[src/sv/stt_pkg.sv]
`default_nettype none
package stt_pkg;
    localparam int MaxLexeme  = 255;
    localparam int LineBits   = 16;
    localparam int OffsetBits = 20;

    typedef enum logic [2:0] {
        M_IDLE, M_IDENT, M_NUMBER, M_STRING, M_EQ, M_HALT
    } t_mode;

    localparam logic [4:0] K_END    = 5'd0;
    localparam logic [4:0] K_IDENT  = 5'd1;
    localparam logic [4:0] K_NUMBER = 5'd2;
    localparam logic [4:0] K_STRING = 5'd3;
    localparam logic [4:0] K_VAR    = 5'd4;
    localparam logic [4:0] K_IF     = 5'd5;
    localparam logic [4:0] K_PRINT  = 5'd6;
    localparam logic [4:0] K_PARSE  = 5'd7;
    localparam logic [4:0] K_ASSIGN = 5'd8;
    localparam logic [4:0] K_PLUS   = 5'd9;
    localparam logic [4:0] K_MINUS  = 5'd10;
    localparam logic [4:0] K_STAR   = 5'd11;
    localparam logic [4:0] K_SLASH  = 5'd12;
    localparam logic [4:0] K_GT     = 5'd13;
    localparam logic [4:0] K_LT     = 5'd14;
    localparam logic [4:0] K_EQEQ   = 5'd15;
    localparam logic [4:0] K_LPAREN = 5'd16;
    localparam logic [4:0] K_RPAREN = 5'd17;
    localparam logic [4:0] K_LBRACE = 5'd18;
    localparam logic [4:0] K_RBRACE = 5'd19;
    localparam logic [4:0] K_COMMA  = 5'd20;
    localparam logic [4:0] K_ERROR  = 5'd21;

    // Returns 0 when the byte is not a single-byte operator.
    function automatic logic [4:0] single_kind(input logic [7:0] b);
        logic [4:0] k;
        k = K_END;
        case (b)
            "+": k = K_PLUS;
            "-": k = K_MINUS;
            "*": k = K_STAR;
            "/": k = K_SLASH;
            ">": k = K_GT;
            "<": k = K_LT;
            "(": k = K_LPAREN;
            ")": k = K_RPAREN;
            "{": k = K_LBRACE;
            "}": k = K_RBRACE;
            ",": k = K_COMMA;
            default: k = K_END;
        endcase
        return k;
    endfunction

    // Keyword text as a five-byte field, one byte per position (0 beyond the word's end).
    function automatic logic [7:0] kw_char(input logic [1:0] w, input logic [2:0] p);
        logic [39:0] s;
        case (w)
            2'd0: s = {"var", 16'h0};
            2'd1: s = {"if", 24'h0};
            2'd2: s = "print";
            default: s = "parse";
        endcase
        return (p < 3'd5) ? s[8*(4-p) +: 8] : 8'h00;
    endfunction

    function automatic logic [2:0] kw_len(input logic [1:0] w);
        logic [2:0] l;
        case (w)
            2'd0: l = 3'd3;
            2'd1: l = 3'd2;
            default: l = 3'd5;
        endcase
        return l;
    endfunction

    // One beat of the front part's work, waiting for the token builder.
    typedef struct packed {
        logic       eoi;
        logic [7:0] b;
    } t_item;
endpackage
`default_nettype wire

[src/sv/stt_front.sv]
`default_nettype none
// Input stage and a two-entry queue toward the token builder.
module stt_front (
    input  wire              i_clk,
    input  wire              i_rst_n,
    input  wire              i_valid,
    output logic             o_stall,
    input  wire              i_kind,
    input  wire [7:0]        i_data_byte,
    output logic             o_q_valid,
    output stt_pkg::t_item   o_q_item,
    input  wire              i_q_take
);
    stt_pkg::t_item r_mem [2];
    logic           r_wp, r_rp;
    logic [1:0]     r_cnt;
    logic           push;

    assign o_stall   = (r_cnt == 2'd2);
    assign push      = i_valid && !o_stall;
    assign o_q_valid = (r_cnt != 2'd0);
    assign o_q_item  = r_mem[r_rp];

    always_ff @(posedge i_clk) begin
        if (push) begin
            r_mem[r_wp] <= '{eoi: i_kind, b: i_data_byte};
        end
        if (!i_rst_n) begin
            r_wp  <= 1'b0;
            r_rp  <= 1'b0;
            r_cnt <= 2'd0;
        end else begin
            if (push) r_wp <= ~r_wp;
            if (i_q_take) r_rp <= ~r_rp;
            r_cnt <= r_cnt + {1'b0, push} - {1'b0, i_q_take};
        end
    end
endmodule
`default_nettype wire

[src/sv/stt_back.sv]
`default_nettype none
// Token builder: consumes one queued beat per cycle when the result slots are empty or their last token is being taken.
module stt_back #(
    parameter int MAX_LEXEME  = stt_pkg::MaxLexeme,
    parameter int LINE_BITS   = stt_pkg::LineBits,
    parameter int OFFSET_BITS = stt_pkg::OffsetBits
) (
    input  wire              i_clk,
    input  wire              i_rst_n,
    input  wire              i_q_valid,
    input  stt_pkg::t_item   i_q_item,
    output logic             o_q_take,
    output logic             o_valid,
    input  wire              i_stall,
    output logic [4:0]       o_token_kind,
    output logic [15:0]      o_token_line,
    output logic [15:0]      o_token_column,
    output logic [19:0]      o_start_offset,
    output logic [7:0]       o_lexeme_length,
    output logic             o_truncated,
    output logic             o_last_of_run
);
    localparam int CntBits = $clog2(MAX_LEXEME + 1);
    localparam logic [CntBits-1:0] CntMax = CntBits'(MAX_LEXEME);
    localparam logic [LINE_BITS-1:0] LineTop = '1;
    localparam logic [OFFSET_BITS-1:0] OffTop = '1;
    localparam int TokW = 5 + 16 + 16 + 20 + 8 + 1;

    stt_pkg::t_mode         r_mode, n_mode;
    logic [3:0]             r_cand, n_cand;
    logic [CntBits-1:0]     r_cnt, n_cnt;
    logic                   r_ovf, n_ovf;
    logic [OFFSET_BITS-1:0] r_soff, n_soff, r_off, n_off;
    logic [LINE_BITS-1:0]   r_sline, n_sline, r_scol, n_scol, r_line, n_line;
    logic [LINE_BITS-1:0]   r_col, n_col, col;

    // Output slots: two tokens at most per beat, shifted out one by one.
    logic [TokW-1:0] r_tok [2];
    logic            r_last [2];
    logic [1:0]      r_n;
    logic [TokW-1:0] t0, t1;
    logic [1:0]      nt;
    logic            pop;

    logic [7:0] b;
    logic       is_al, is_dg, is_sp, is_id;

    function automatic logic [TokW-1:0] mk(input logic [4:0] k,
        input logic [LINE_BITS-1:0] l, input logic [LINE_BITS-1:0] c,
        input logic [OFFSET_BITS-1:0] o, input logic [CntBits-1:0] n,
        input logic tr);
        logic [15:0] l16, c16;
        logic [19:0] o20;
        logic [7:0]  n8;
        logic        big;
        l16 = 16'(l);
        c16 = 16'(c);
        o20 = 20'(o);
        big = (32'(n) > 32'd255);
        n8  = big ? 8'hFF : 8'(n);
        return {k, l16, c16, o20, n8, tr | big};
    endfunction

    assign pop = o_valid && !i_stall;
    assign o_valid = (r_n != 2'd0);
    assign {o_token_kind, o_token_line, o_token_column, o_start_offset,
            o_lexeme_length, o_truncated} = r_tok[0];
    assign o_last_of_run = r_last[0];
    // Accept a beat only when the slots will be empty after this cycle.
    assign o_q_take = i_q_valid && (r_n == 2'd0 || (r_n == 2'd1 && pop));

    assign b     = i_q_item.b;
    assign is_al = (b >= "a" && b <= "z") || (b >= "A" && b <= "Z");
    assign is_dg = (b >= "0" && b <= "9");
    assign is_sp = (b == " ") || (b >= 8'd9 && b <= 8'd13);
    assign is_id = is_al || is_dg || (b == "_");
    assign col   = (r_col < LineTop) ? r_col + 1'b1 : LineTop;

    always_comb begin
        logic [4:0]      fk, sk;
        logic            fl, start, acc;
        logic [3:0]      cand;
        logic [2:0]      p;
        logic [TokW-1:0] ft;
        n_mode = r_mode; n_cand = r_cand; n_cnt = r_cnt; n_ovf = r_ovf;
        n_soff = r_soff; n_sline = r_sline; n_scol = r_scol;
        n_line = r_line; n_col = r_col; n_off = r_off;
        t0 = '0; t1 = '0; nt = 2'd0;
        fl = 1'b0; start = 1'b0; acc = 1'b0;
        // Pending token as it would be flushed now.
        case (r_mode)
            stt_pkg::M_IDENT: begin
                fk = stt_pkg::K_IDENT;
                if (r_cand[0] && r_cnt == CntBits'(3)) fk = stt_pkg::K_VAR;
                if (r_cand[1] && r_cnt == CntBits'(2)) fk = stt_pkg::K_IF;
                if (r_cand[2] && r_cnt == CntBits'(5)) fk = stt_pkg::K_PRINT;
                if (r_cand[3] && r_cnt == CntBits'(5)) fk = stt_pkg::K_PARSE;
            end
            stt_pkg::M_NUMBER: fk = stt_pkg::K_NUMBER;
            stt_pkg::M_STRING: fk = stt_pkg::K_STRING;
            default:           fk = stt_pkg::K_ASSIGN;
        endcase
        if (r_mode == stt_pkg::M_EQ) begin
            ft = mk(fk, r_sline, r_scol, r_soff, CntBits'(1), 1'b0);
        end else begin
            ft = mk(fk, r_sline, r_scol, r_soff, r_cnt, r_ovf);
        end
        cand = r_cand;
        sk = stt_pkg::single_kind(b);
        p = (r_cnt < CntBits'(5)) ? 3'(r_cnt) : 3'd7;

        if (i_q_item.eoi) begin
            if (r_mode != stt_pkg::M_HALT) begin
                if (r_mode != stt_pkg::M_IDLE) begin
                    t0 = ft;
                    t1 = mk(stt_pkg::K_END, r_line, col, r_off, '0, 1'b0);
                    nt = 2'd2;
                end else begin
                    t0 = mk(stt_pkg::K_END, r_line, col, r_off, '0, 1'b0);
                    nt = 2'd1;
                end
            end
            n_mode = stt_pkg::M_IDLE; n_cand = '1; n_cnt = '0; n_ovf = 1'b0;
            n_soff = '0; n_sline = LINE_BITS'(1); n_scol = '0;
            n_line = LINE_BITS'(1); n_col = '0; n_off = '0;
        end else if (r_mode != stt_pkg::M_HALT) begin
            case (r_mode)
                stt_pkg::M_IDENT:  if (is_id) acc = 1'b1; else begin fl = 1'b1; start = 1'b1; end
                stt_pkg::M_NUMBER: if (is_dg) acc = 1'b1; else begin fl = 1'b1; start = 1'b1; end
                stt_pkg::M_EQ: begin
                    if (b == "=") begin
                        t0 = mk(stt_pkg::K_EQEQ, r_sline, r_scol, r_soff,
                                CntBits'(2), 1'b0);
                        nt = 2'd1;
                        n_mode = stt_pkg::M_IDLE;
                    end else begin
                        fl = 1'b1; start = 1'b1;
                    end
                end
                stt_pkg::M_STRING: begin
                    if (b == "\"") begin
                        fl = 1'b1;
                    end else if (b == 8'd0) begin
                        fl = 1'b1; start = 1'b1;
                    end else begin
                        acc = 1'b1;
                    end
                end
                default: start = 1'b1;
            endcase
            if (fl) begin
                t0 = ft;
                nt = 2'd1;
                n_mode = stt_pkg::M_IDLE;
            end
            if (start && !is_sp) begin
                if (is_id || b == "\"" || b == "=") begin
                    n_mode = is_dg ? stt_pkg::M_NUMBER :
                             (b == "\"") ? stt_pkg::M_STRING :
                             (b == "=") ? stt_pkg::M_EQ : stt_pkg::M_IDENT;
                    n_sline = r_line; n_scol = col; n_soff = r_off;
                    n_cnt = '0; n_ovf = 1'b0; n_cand = '1;
                    if (is_id) begin
                        for (int w = 0; w < 4; w++) begin
                            if (stt_pkg::kw_char(2'(w), 3'd0) != b) n_cand[w] = 1'b0;
                        end
                        n_cnt = CntBits'(1);
                    end
                end else begin
                    if (b == 8'd0) begin
                        t1 = mk(stt_pkg::K_END, r_line, col, r_off, '0, 1'b0);
                        n_mode = stt_pkg::M_HALT;
                    end else if (sk != stt_pkg::K_END) begin
                        t1 = mk(sk, r_line, col, r_off, CntBits'(1), 1'b0);
                    end else begin
                        t1 = mk(stt_pkg::K_ERROR, r_line, col, r_off, CntBits'(1), 1'b0);
                        n_mode = stt_pkg::M_HALT;
                    end
                    if (fl) begin
                        nt = 2'd2;
                    end else begin
                        t0 = t1; nt = 2'd1;
                    end
                end
            end
            if (acc) begin
                for (int w = 0; w < 4; w++) begin
                    if (r_cand[w] && (r_cnt >= CntBits'(stt_pkg::kw_len(2'(w))) ||
                        stt_pkg::kw_char(2'(w), p) != b)) cand[w] = 1'b0;
                end
                n_cand = cand;
                if (r_cnt < CntMax) n_cnt = r_cnt + 1'b1;
                else n_ovf = 1'b1;
            end
            n_off = (r_off < OffTop) ? r_off + 1'b1 : OffTop;
            if (b == 8'h0A) begin
                if (r_line < LineTop) n_line = r_line + 1'b1;
                n_col = '0;
            end else begin
                n_col = col;
            end
        end
    end

    always_ff @(posedge i_clk) begin
        if (!i_rst_n) begin
            r_mode  <= stt_pkg::M_IDLE;
            r_cand  <= '1;
            r_cnt   <= '0;
            r_ovf   <= 1'b0;
            r_soff  <= '0;
            r_sline <= LINE_BITS'(1);
            r_scol  <= '0;
            r_line  <= LINE_BITS'(1);
            r_col   <= '0;
            r_off   <= '0;
            r_n     <= 2'd0;
        end else begin
            if (o_q_take) begin
                r_mode  <= n_mode;
                r_cand  <= n_cand;
                r_cnt   <= n_cnt;
                r_ovf   <= n_ovf;
                r_soff  <= n_soff;
                r_sline <= n_sline;
                r_scol  <= n_scol;
                r_line  <= n_line;
                r_col   <= n_col;
                r_off   <= n_off;
                r_n     <= nt;
            end else if (pop) begin
                r_n <= r_n - 2'd1;
            end
        end
        if (o_q_take) begin
            r_tok[0]  <= t0;
            r_tok[1]  <= t1;
            r_last[0] <= (nt == 2'd1);
            r_last[1] <= 1'b1;
        end else if (pop) begin
            r_tok[0]  <= r_tok[1];
            r_last[0] <= r_last[1];
        end
    end
endmodule
`default_nettype wire

[src/sv/source_text_tokenizer.sv]
`default_nettype none
// Source text tokenizer.
// Input channel: one beat per source byte (i_kind = 0, byte on i_data_byte)
// or an end marker (i_kind = 1). Output channel: one beat per token with
// kind, line, column, start offset, lexeme length, truncation flag, and
// o_last_of_run set on the last token caused by one input beat.
// A byte enters a two-entry queue; the token builder takes one queued beat
// per cycle when its output slots empty, and loads them with up to two tokens.
// Throughput is one byte per cycle while each byte yields at most one token and
// the receiver does not stall; a byte that yields two tokens holds off the next
// byte until its second token is taken. An accepted byte is registered in the
// queue, then its first token is registered in the output slots for taking.
// A token is emitted when the byte that ends it arrives; the end marker
// flushes the pending token and adds an end token, unless the stream halted.
// Synchronous reset empties the queue and output slots and returns line,
// column and offset counters to the start of a stream.
// When the receiver stalls, the shown token holds; the builder then stops
// and the queue fills, after which o_stall is raised toward the sender.
module source_text_tokenizer #(
    parameter int MAX_LEXEME  = stt_pkg::MaxLexeme,
    parameter int LINE_BITS   = stt_pkg::LineBits,
    parameter int OFFSET_BITS = stt_pkg::OffsetBits
) (
    input  wire         i_clk,
    input  wire         i_rst_n,
    input  wire         i_valid,
    output logic        o_stall,
    input  wire         i_kind,
    input  wire [7:0]   i_data_byte,
    output logic        o_valid,
    input  wire         i_stall,
    output logic [4:0]  o_token_kind,
    output logic [15:0] o_token_line,
    output logic [15:0] o_token_column,
    output logic [19:0] o_start_offset,
    output logic [7:0]  o_lexeme_length,
    output logic        o_truncated,
    output logic        o_last_of_run
);
    logic           q_valid, q_take;
    stt_pkg::t_item q_item;

    stt_front u_front (
        .i_clk, .i_rst_n, .i_valid, .o_stall, .i_kind, .i_data_byte,
        .o_q_valid(q_valid), .o_q_item(q_item), .i_q_take(q_take)
    );

    stt_back #(
        .MAX_LEXEME(MAX_LEXEME), .LINE_BITS(LINE_BITS), .OFFSET_BITS(OFFSET_BITS)
    ) u_back (
        .i_clk, .i_rst_n,
        .i_q_valid(q_valid), .i_q_item(q_item), .o_q_take(q_take),
        .o_valid, .i_stall, .o_token_kind, .o_token_line, .o_token_column,
        .o_start_offset, .o_lexeme_length, .o_truncated, .o_last_of_run
    );
endmodule
`default_nettype wire
[config.mk]
export PLATFORM = sky130hd
export DESIGN_NAME = source_text_tokenizer
export DESIGN_NICKNAME = d
export VERILOG_FILES = /design/src/sv/stt_pkg.sv /design/src/sv/stt_front.sv /design/src/sv/stt_back.sv /design/src/sv/source_text_tokenizer.sv
export SDC_FILE = /design/constraint.sdc
export NUM_CORES = 1
export LEC_CHECK = 0
export BUFFER_PORTS_ARGS = -buffer_cell sky130_fd_sc_hd__buf_2
export CAP_MARGIN = 20
export CORE_ASPECT_RATIO = 0.9
export CORE_MARGIN = 8
export CORE_UTILIZATION = 40
export CTS_CLUSTER_SIZE = 16
export DETAILED_ROUTE_END_ITERATION = 8
export GPL_TIMING_DRIVEN = 0
export SETUP_SLACK_MARGIN = 0.2
export SYNTH_ARGS = -nofsm -noshare
export SYNTH_HDL_FRONTEND = slang
export SYNTH_SLANG_ARGS = --single-unit
export TNS_END_PERCENT = 20
[constraint.sdc]
create_clock -name i_clk -period 6.5 [get_ports i_clk]
set_clock_uncertainty 0.15 [all_clocks]
set_input_delay 0.65 -clock i_clk [delete_from_list [all_inputs] [get_ports i_clk]]
set_output_delay 0.65 -clock i_clk [all_outputs]
set_load 0.01 [all_outputs]
==> qor.csv, run 1 <==
stage,metric,value,unit
run_status,status,completed,
logic_synthesis,yosys.area.top_type,edfxtp_1,
timing,rsz0062_at_grt,no,
finish,area_delta_synth_final,14.5,%
critical_path,startpoint_type,flip-flop,
route,routed_wl,46200,um
critical_path,critPathCaptureType,flip-flop,
grt,grt_pass1_vias,12200,
floorplan,rows,65,
power,ir_drop,0.229,mV
grt,use_met1,30.3,%
clock_network,cts_resized,0,
logic_synthesis,synthCells,1555,
route,dr.pass1.iters,6,
hold_path,hold_depth,1,
grt,grt_util_met2,33.0,%
timing,setup_violations,0,
finish,n_antenna_cell,0,
grt,antenna_found_initial,0,
clock_network,cts.clk_slew.worst_paths,0.06,ns
clock_network,cts_setup_buffers,0,
power,internal_power,4.49,mW
logic_synthesis,ys_types,84,
placement,io_buffers,81,
route,wl_per_cell,21.3,um
power,p_sw_share,42.3,%
power,clock_power_share,22.2,%
finish,multiInputGateArea,6810,um^2
logic_synthesis,ys_seq_area_share,48.0,%
grt,grt_max_degree,61,
finish,fin_util,46.6,%
timing,tns,0,ns
route,drt_iter0_drc,1379,
floorplan,die_w,215,um
power,switchingPower,3.29,mW
logic_synthesis,synth_common_cells,"165 x nand2_1, 143 x edfxtp_1, 130 x nor2_1, 128 x dfxtp_1, 113 x a21oi_1",
floorplan,design.core.area,35100,um^2
floorplan,start_util,40.7,%
clock_network,ctsLongestPathBuffers,3,
clock_network,cts_root_buf,clkbuf_16,
grt,grt.overflow.total,0,
floorplan,die_area,42000,um^2
finish,drive_above_1_share,11.4,%
logic_synthesis,synthTopCellsByArea,"edfxtp_1 30%, dfxtp_1 18%, nand2_1 4.3%, a21oi_1 4.0%, nor2_1 3.4%",
power,comb_power_share,44.3,%
logic_synthesis,synth_flop_cell,edfxtp_1,
clock_network,cts_tree,yes,
grt,grt_pass1_wl,72400,um
grt,track_usage,21.4,%
timing,tightest_slew,1.04,ns
power,p_seq_share,33.5,%
logic_synthesis,synthesis.nets,1580,
clock_network,htree_levels,1,
clock_network,clkLatencyLatePin,0.58,ns
critical_path,worst_ep_arrival_time,4.40,ns
power,power_per_cell_area,476,nW/um^2
timing,maxSlewViolCount,0,
flow_run,drv_cap,0,
timing,fin_crit,4.24,ns
clock_network,holdBufCountCts,0,
floorplan,die_height,195,um
critical_path,critical_path_class,flip-flop to flip-flop,
critical_path,path_max_fanout,10,
critical_path,cp_data_required_time,6.66,ns
logic_synthesis,synth_area,14300,um^2
timing,timing.final.crit_share,65.2,%
grt,grt_most_used_layer,met2,
finish,regArea,6860,um^2
logic_synthesis,yosys_warnings,0,
hold_path,hold_path.class,input port to flip-flop,
critical_path,rr_worst_depth,9,
route,viasPerCell,5.92,
finish,nets,1698,
logic_synthesis,synth_edf_count,143,
clock_network,cts_buffers,31,
finish,n_fill_cell,3483,
route,num_vias,12800,
power,total_power,7.78,mW
logic_synthesis,avgSynthCellArea,9.19,um^2
logic_synthesis,yosys.area.top_type_share,30.1,%
logic_synthesis,yosys_register_bits,271,
placement,dp_hpwl,33000,um
clock_network,clock_sinks,271,
grt,grt_util_met3,3.72,%
timing,relSlewSlack,30.6,%
timing,hold_viol_final,0,
route,drcViolationCount,0,
floorplan,ios,82,
logic_synthesis,async_reset_ff_share,0,%
route,antenna_left,0,
placement,gp_congestion,0.931,
logic_synthesis,yosys.cell_count.top_type,nand2_1,
timing,fmax,236,MHz
power,total_leakage_power,5.85,nW
[path summary, 6_finish.rpt]
kind	start	to	slack, ns
worst max-delay path	flip-flop	u_back.r_tok[0][9]	2.26
worst max register to register	flip-flop	u_back.r_tok[0][9]	2.26
worst min register to register	u_back.r_last[1]	u_back.r_last[1]	0.29
worst min-delay path	i_data_byte[6]	u_front.r_mem[0][6]	0.11
[layout make-up]
class	count	share of cell area, %
buffer	123	3.34
clock buffer	39	4.99
clock inverter	19	1.06
inverter	24	0.566
multi-input combinational	1137	41.6
sequential	271	41.9
tap	469	3.59
timing repair buffer	85	2.94
[state kept, by name, indices dropped and copies added, names as in the netlist, named ones only]
name and count:
u_back.r_off 20, u_front.r_rp 1, u_front.r_cnt 2, u_back.r_col 16, u_back.r_line 16, u_back.r_sline 16, u_front.r_mem 18, u_back.r_ovf 1
u_back.r_n 2, u_back.r_soff 20, u_back.r_cnt 8, u_back.r_mode 3, u_back.r_scol 16, u_back.r_tok 124, u_back.r_last 2, u_front.r_wp 1
u_back.r_cand 4
[metal layers]
layer / share of wire (%) / routed length (um)
met1: 46 / 21100
met2: 44 / 20300
met3: 7.5 / 3460
met4: 3.0 / 1370
met5: 0 / 0
[cell families (layout without fill, tap and decap cells)]
| logic type | count (synthesis) | after routing | share of synthesized area [%] |
|---|---|---|---|
| AND/OR/NAND/NOR | 601 | 601 | 20.5 |
| AO/OA/AOI/OAI | 454 | 454 | 21.3 |
| flip-flops | 271 | 271 | 48.0 |
| buffers and inverters | 147 | 290 | 4.46 |
| XOR/XNOR | 42 | 42 | 2.57 |
| multiplexers | 28 | 28 | 2.12 |
| adder cells (fa/ha/maj) | 12 | 12 | 1.05 |
[power by group through the flow]
stage	Combinational [mW]	Sequential [mW]	Clock (mW)
2_1_floorplan	1.96	2.79	0
3_3_place_gp	3.30	2.72	0
3_5_place_dp	3.42	2.65	0
4_1_cts	3.44	2.61	1.76
5_1_grt	3.73	2.66	1.83
6_report	3.45	2.61	1.73
[through the flow]
step / cells / instance area, um^2 / hold WS [ns] / worst slack (ns)
after detailed placement: 2109 / 15400 / 0.273 / 2.21
after CTS: 2167 / 16400 / 0.0870 / 2.36
after floorplan: 1555 / 14300 / 0.257 / 0.392
after global placement: 2105 / 15300 / 0.272 / -2.66
final: 2167 / 16400 / 0.115 / 2.26
after global routing: 2167 / 16400 / 0.0973 / 2.10
[cells in the final DEF (no fill, tap or decap), drive strengths merged, types with 22 or more instances in the layout]
| cell | count |
|---|---|
| nand2 | 166 |
| edfxtp | 143 |
| nor2 | 131 |
| dfxtp | 128 |
| clkbuf | 128 |
| buf | 119 |
| a21oi | 115 |
| o21ai | 111 |
| nand3 | 87 |
| and2 | 54 |
| nor3 | 49 |
| a221oi | 41 |
| o221ai | 38 |
| inv | 25 |
| xor2 | 23 |
| and3 | 22 |
[worst max-delay path, cell delays in order, from the launching register on]
cell and delay [ns]:
dfxtp_1 0.45, buf_6 0.19, buf_2 0.22, buf_2 0.28
mux2_2 0.48, nand2_1 0.37, clkbuf_1 0.63, clkbuf_1 0.68
o211ai_1 0.19, a32o_1 0.32
Note: power is estimated with default switching activity, not from simulation.
==> run 2: changes to the inputs <==
clock period = 4.03 ns   (was 6.5 ns; I/O delays follow)
==> run 2 against run 1 <==
  * Fmax grew 12%
  * Worst hold slack lost 0.031 ns
  * Sequential power grew 61%
  * Design area grew 1.6%
  * Non-clock buffer count grew 16
  * Largest cell class is now multi-input gates
  * Final cell count grew 0.74%
  * Clock-buffer cell count grew 1
  * Sequential share of layout area shrank 0.65 points
==> qor.csv, run 2 (same netlist as run 1, synthesis figures left out) <==
stage,metric,value,unit,change
finish,design_area,16600,um^2,+1.6%
floorplan,start_util,40.7,%,unchanged
floorplan,rows,65,,unchanged
clock_network,cts_root_buf,clkbuf_16,,
critical_path,max_stage_delay,0.59,ns,-0.09 ns
timing,relSlewSlack,37.5,%,+6.9 points
hold_path,hold_path.class,input port to flip-flop,,
floorplan,die_area,42000,um^2,unchanged
clock_network,cts_tree,yes,,
timing,setup_violations,0,,unchanged
floorplan,design.core.area,35100,um^2,unchanged
flow_run,drv_cap,0,,unchanged
timing,tns,0,ns,unchanged
clock_network,htree_levels,1,,unchanged
finish,n_antenna_cell,0,,unchanged
grt,grt.overflow.total,0,,unchanged
grt,grt_pass1_vias,12300,,+0.72%
timing,rsz0062_at_grt,yes,,
clock_network,cts.clk_slew.worst_paths,0.06,ns,about the same
finish,largest_reg_flops,124,,unchanged
power,total_leakage_power,5.99,nW,+2.4%
power,power_per_cell_area,768,nW/um^2,+62%
finish,drive_above_1_share,13.3,%,+1.9 points
finish,layout_common_cells,"164 x nand2_1, 143 x edfxtp_1, 128 x dfxtp_1",,
critical_path,crit_chain,buf_6 -> mux2i_2 -> nor4b_1 -> o311a_1 -> a2111oi_2 -> o211ai_4 -> nor2_4 -> clkbuf_4 -> a221oi_1 -> o21ai_1,,
route,wl_per_cell,21.5,um,+0.87%
placement,dp_hpwl,33200,um,+0.35%
route,antenna_left,0,,unchanged
clock_network,clock_sinks,271,,unchanged
finish,layout_commonest_cell,nand2_1,,
critical_path,startpoint_type,flip-flop,,
finish,fin_util,47.3,%,+0.73 points
placement,place_area,15400,um^2,about the same
finish,nets,1715,,+1.0%
placement,place_ws,-0.157,ns,-2.37 ns
timing,maxSlewViolCount,0,,unchanged
placement,io_buffers,81,,unchanged
finish,largest-register,u_back.r_tok,,
route,num_vias,13000,,+1.4%
route,drt_iter0_drc,1468,,+6.5%
finish,largest_registers,"u_back.r_tok x124, u_back.r_off x20, u_back.r_soff x20",,
clock_network,clkLatencyLatePin,0.57,ns,about the same
placement,gp_congestion,0.940,,+0.99%
finish,area_delta_synth_final,16.3,%,
clock_network,cts_buffers,31,,unchanged
timing,fin_ws,0.260,ns,-2.00 ns
grt,grt_max_degree,62,,+1.6%
route,routed_wl,47000,um,+1.6%
floorplan,die_height,195,um,unchanged
critical_path,worst_ep_arrival_time,4.00,ns,-0.40 ns
timing,holdWs,0.0836,ns,-0.0310 ns
route,drcViolationCount,0,,unchanged
grt,grt_pass1_wl,72700,um,+0.32%
grt,antenna_found_initial,0,,unchanged
critical_path,critical_path_class,flip-flop to flip-flop,,
finish,n_fill_cell,3453,,-0.86%
timing,tightest_slew,0.937,ns,-0.101 ns
power,ir_drop,0.595,mV,+160%
grt,track_usage,21.5,%,+0.088 points
clock_network,ctsLongestPathBuffers,3,,unchanged
timing,hold_viol_final,0,,unchanged
timing,timing.final.crit_share,93.5,%,+28 points
floorplan,ios,82,,unchanged
critical_path,cp_data_required_time,4.26,ns,-2.40 ns
floorplan,die_w,215,um,unchanged
timing,fin_crit,3.77,ns,-0.467 ns
run_status,status,completed,,
timing,fmax,265,MHz,+12%
finish,stdcell_count,2183,,+0.74%
critical_path,crit_path_top_delay_cell,a2111oi_2,,
critical_path,path_max_fanout,10,,unchanged
power,total_power,12.8,mW,+64%
critical_path,critPathCaptureType,flip-flop,,
placement,dpl.cell_count,2109,,unchanged
route,viasPerCell,5.96,,+0.65%
route,dr.pass1.iters,6,,unchanged
run 2: cell types whose count changed in the layout (fill, tap and decap cells not counted), sizes merged:
cell,previous run,this run
buf,119,121
clkbuf,128,134
clkinv,14,13
dlygate4sd3,0,9
inv,25,24
nor2,131,132
run 2: repair_timing:
action                     4_1_cts  5_1_grt
cloned                           0        1
setup endpoints to repair       56      164
gates resized for setup         11       32
pin swaps                        0        4
setup buffers                    0        7
hold buffers                     9        0
hold endpoints to repair        18        0
run 2: layout make-up:
| type | count | area (um^2) | share of cell area [%] |
|---|---|---|---|
| repair buffers | 101 | 621 | 3.74 |
| inverters | 24 | 92.6 | 0.557 |
| flip-flops and latches | 271 | 6860 | 41.3 |
| clock inverters | 17 | 160 | 0.964 |
| plain buffers | 123 | 573 | 3.45 |
| multi-input cells | 1138 | 6890 | 41.5 |
| well taps | 469 | 587 | 3.53 |
| clock buffers | 40 | 830 | 4.99 |
run 2: worst paths after layout:
check | cells after the start | startpoint | slack, ns | endpoint
hold / removal | 4 | i_valid | 0.08 | u_front.r_wp
setup reg to reg | 10 | flip-flop | 0.26 | u_back.r_tok[0][60]
hold reg to reg | 1 | u_back.r_last[1] | 0.31 | u_back.r_last[1]
setup / recovery | 10 | flip-flop | 0.26 | u_back.r_tok[0][60]
run 2: where the power goes:
group          switching [mW]  total, mW  internal, mW
sequential              0.263       4.21          3.95
clock                    1.15       2.78          1.63
combinational            3.97       5.77          1.79
run 2: routing by layer:
metal | vias up | GRT usage (%) | routed length [um]
met4 | 0 | 7.76 | 1750
met5 | - | 0 | 0
met2 | 575 | 32.3 | 20100
met3 | 99 | 4.43 | 4080
li1 | 6082 | - | -
met1 | 6261 | 30.2 | 21000
run 2: critical path: cells and delay by family, from the launching register on:
| kind | cells | cell delay (ns) |
|---|---|---|
| AOI/OAI and AO/OA | 5 | 1.66 |
| buffers and inverters | 2 | 0.53 |
| DFF | 1 | 0.45 |
| muxes | 1 | 0.40 |
| and+or+nand+nor | 2 | 0.38 |
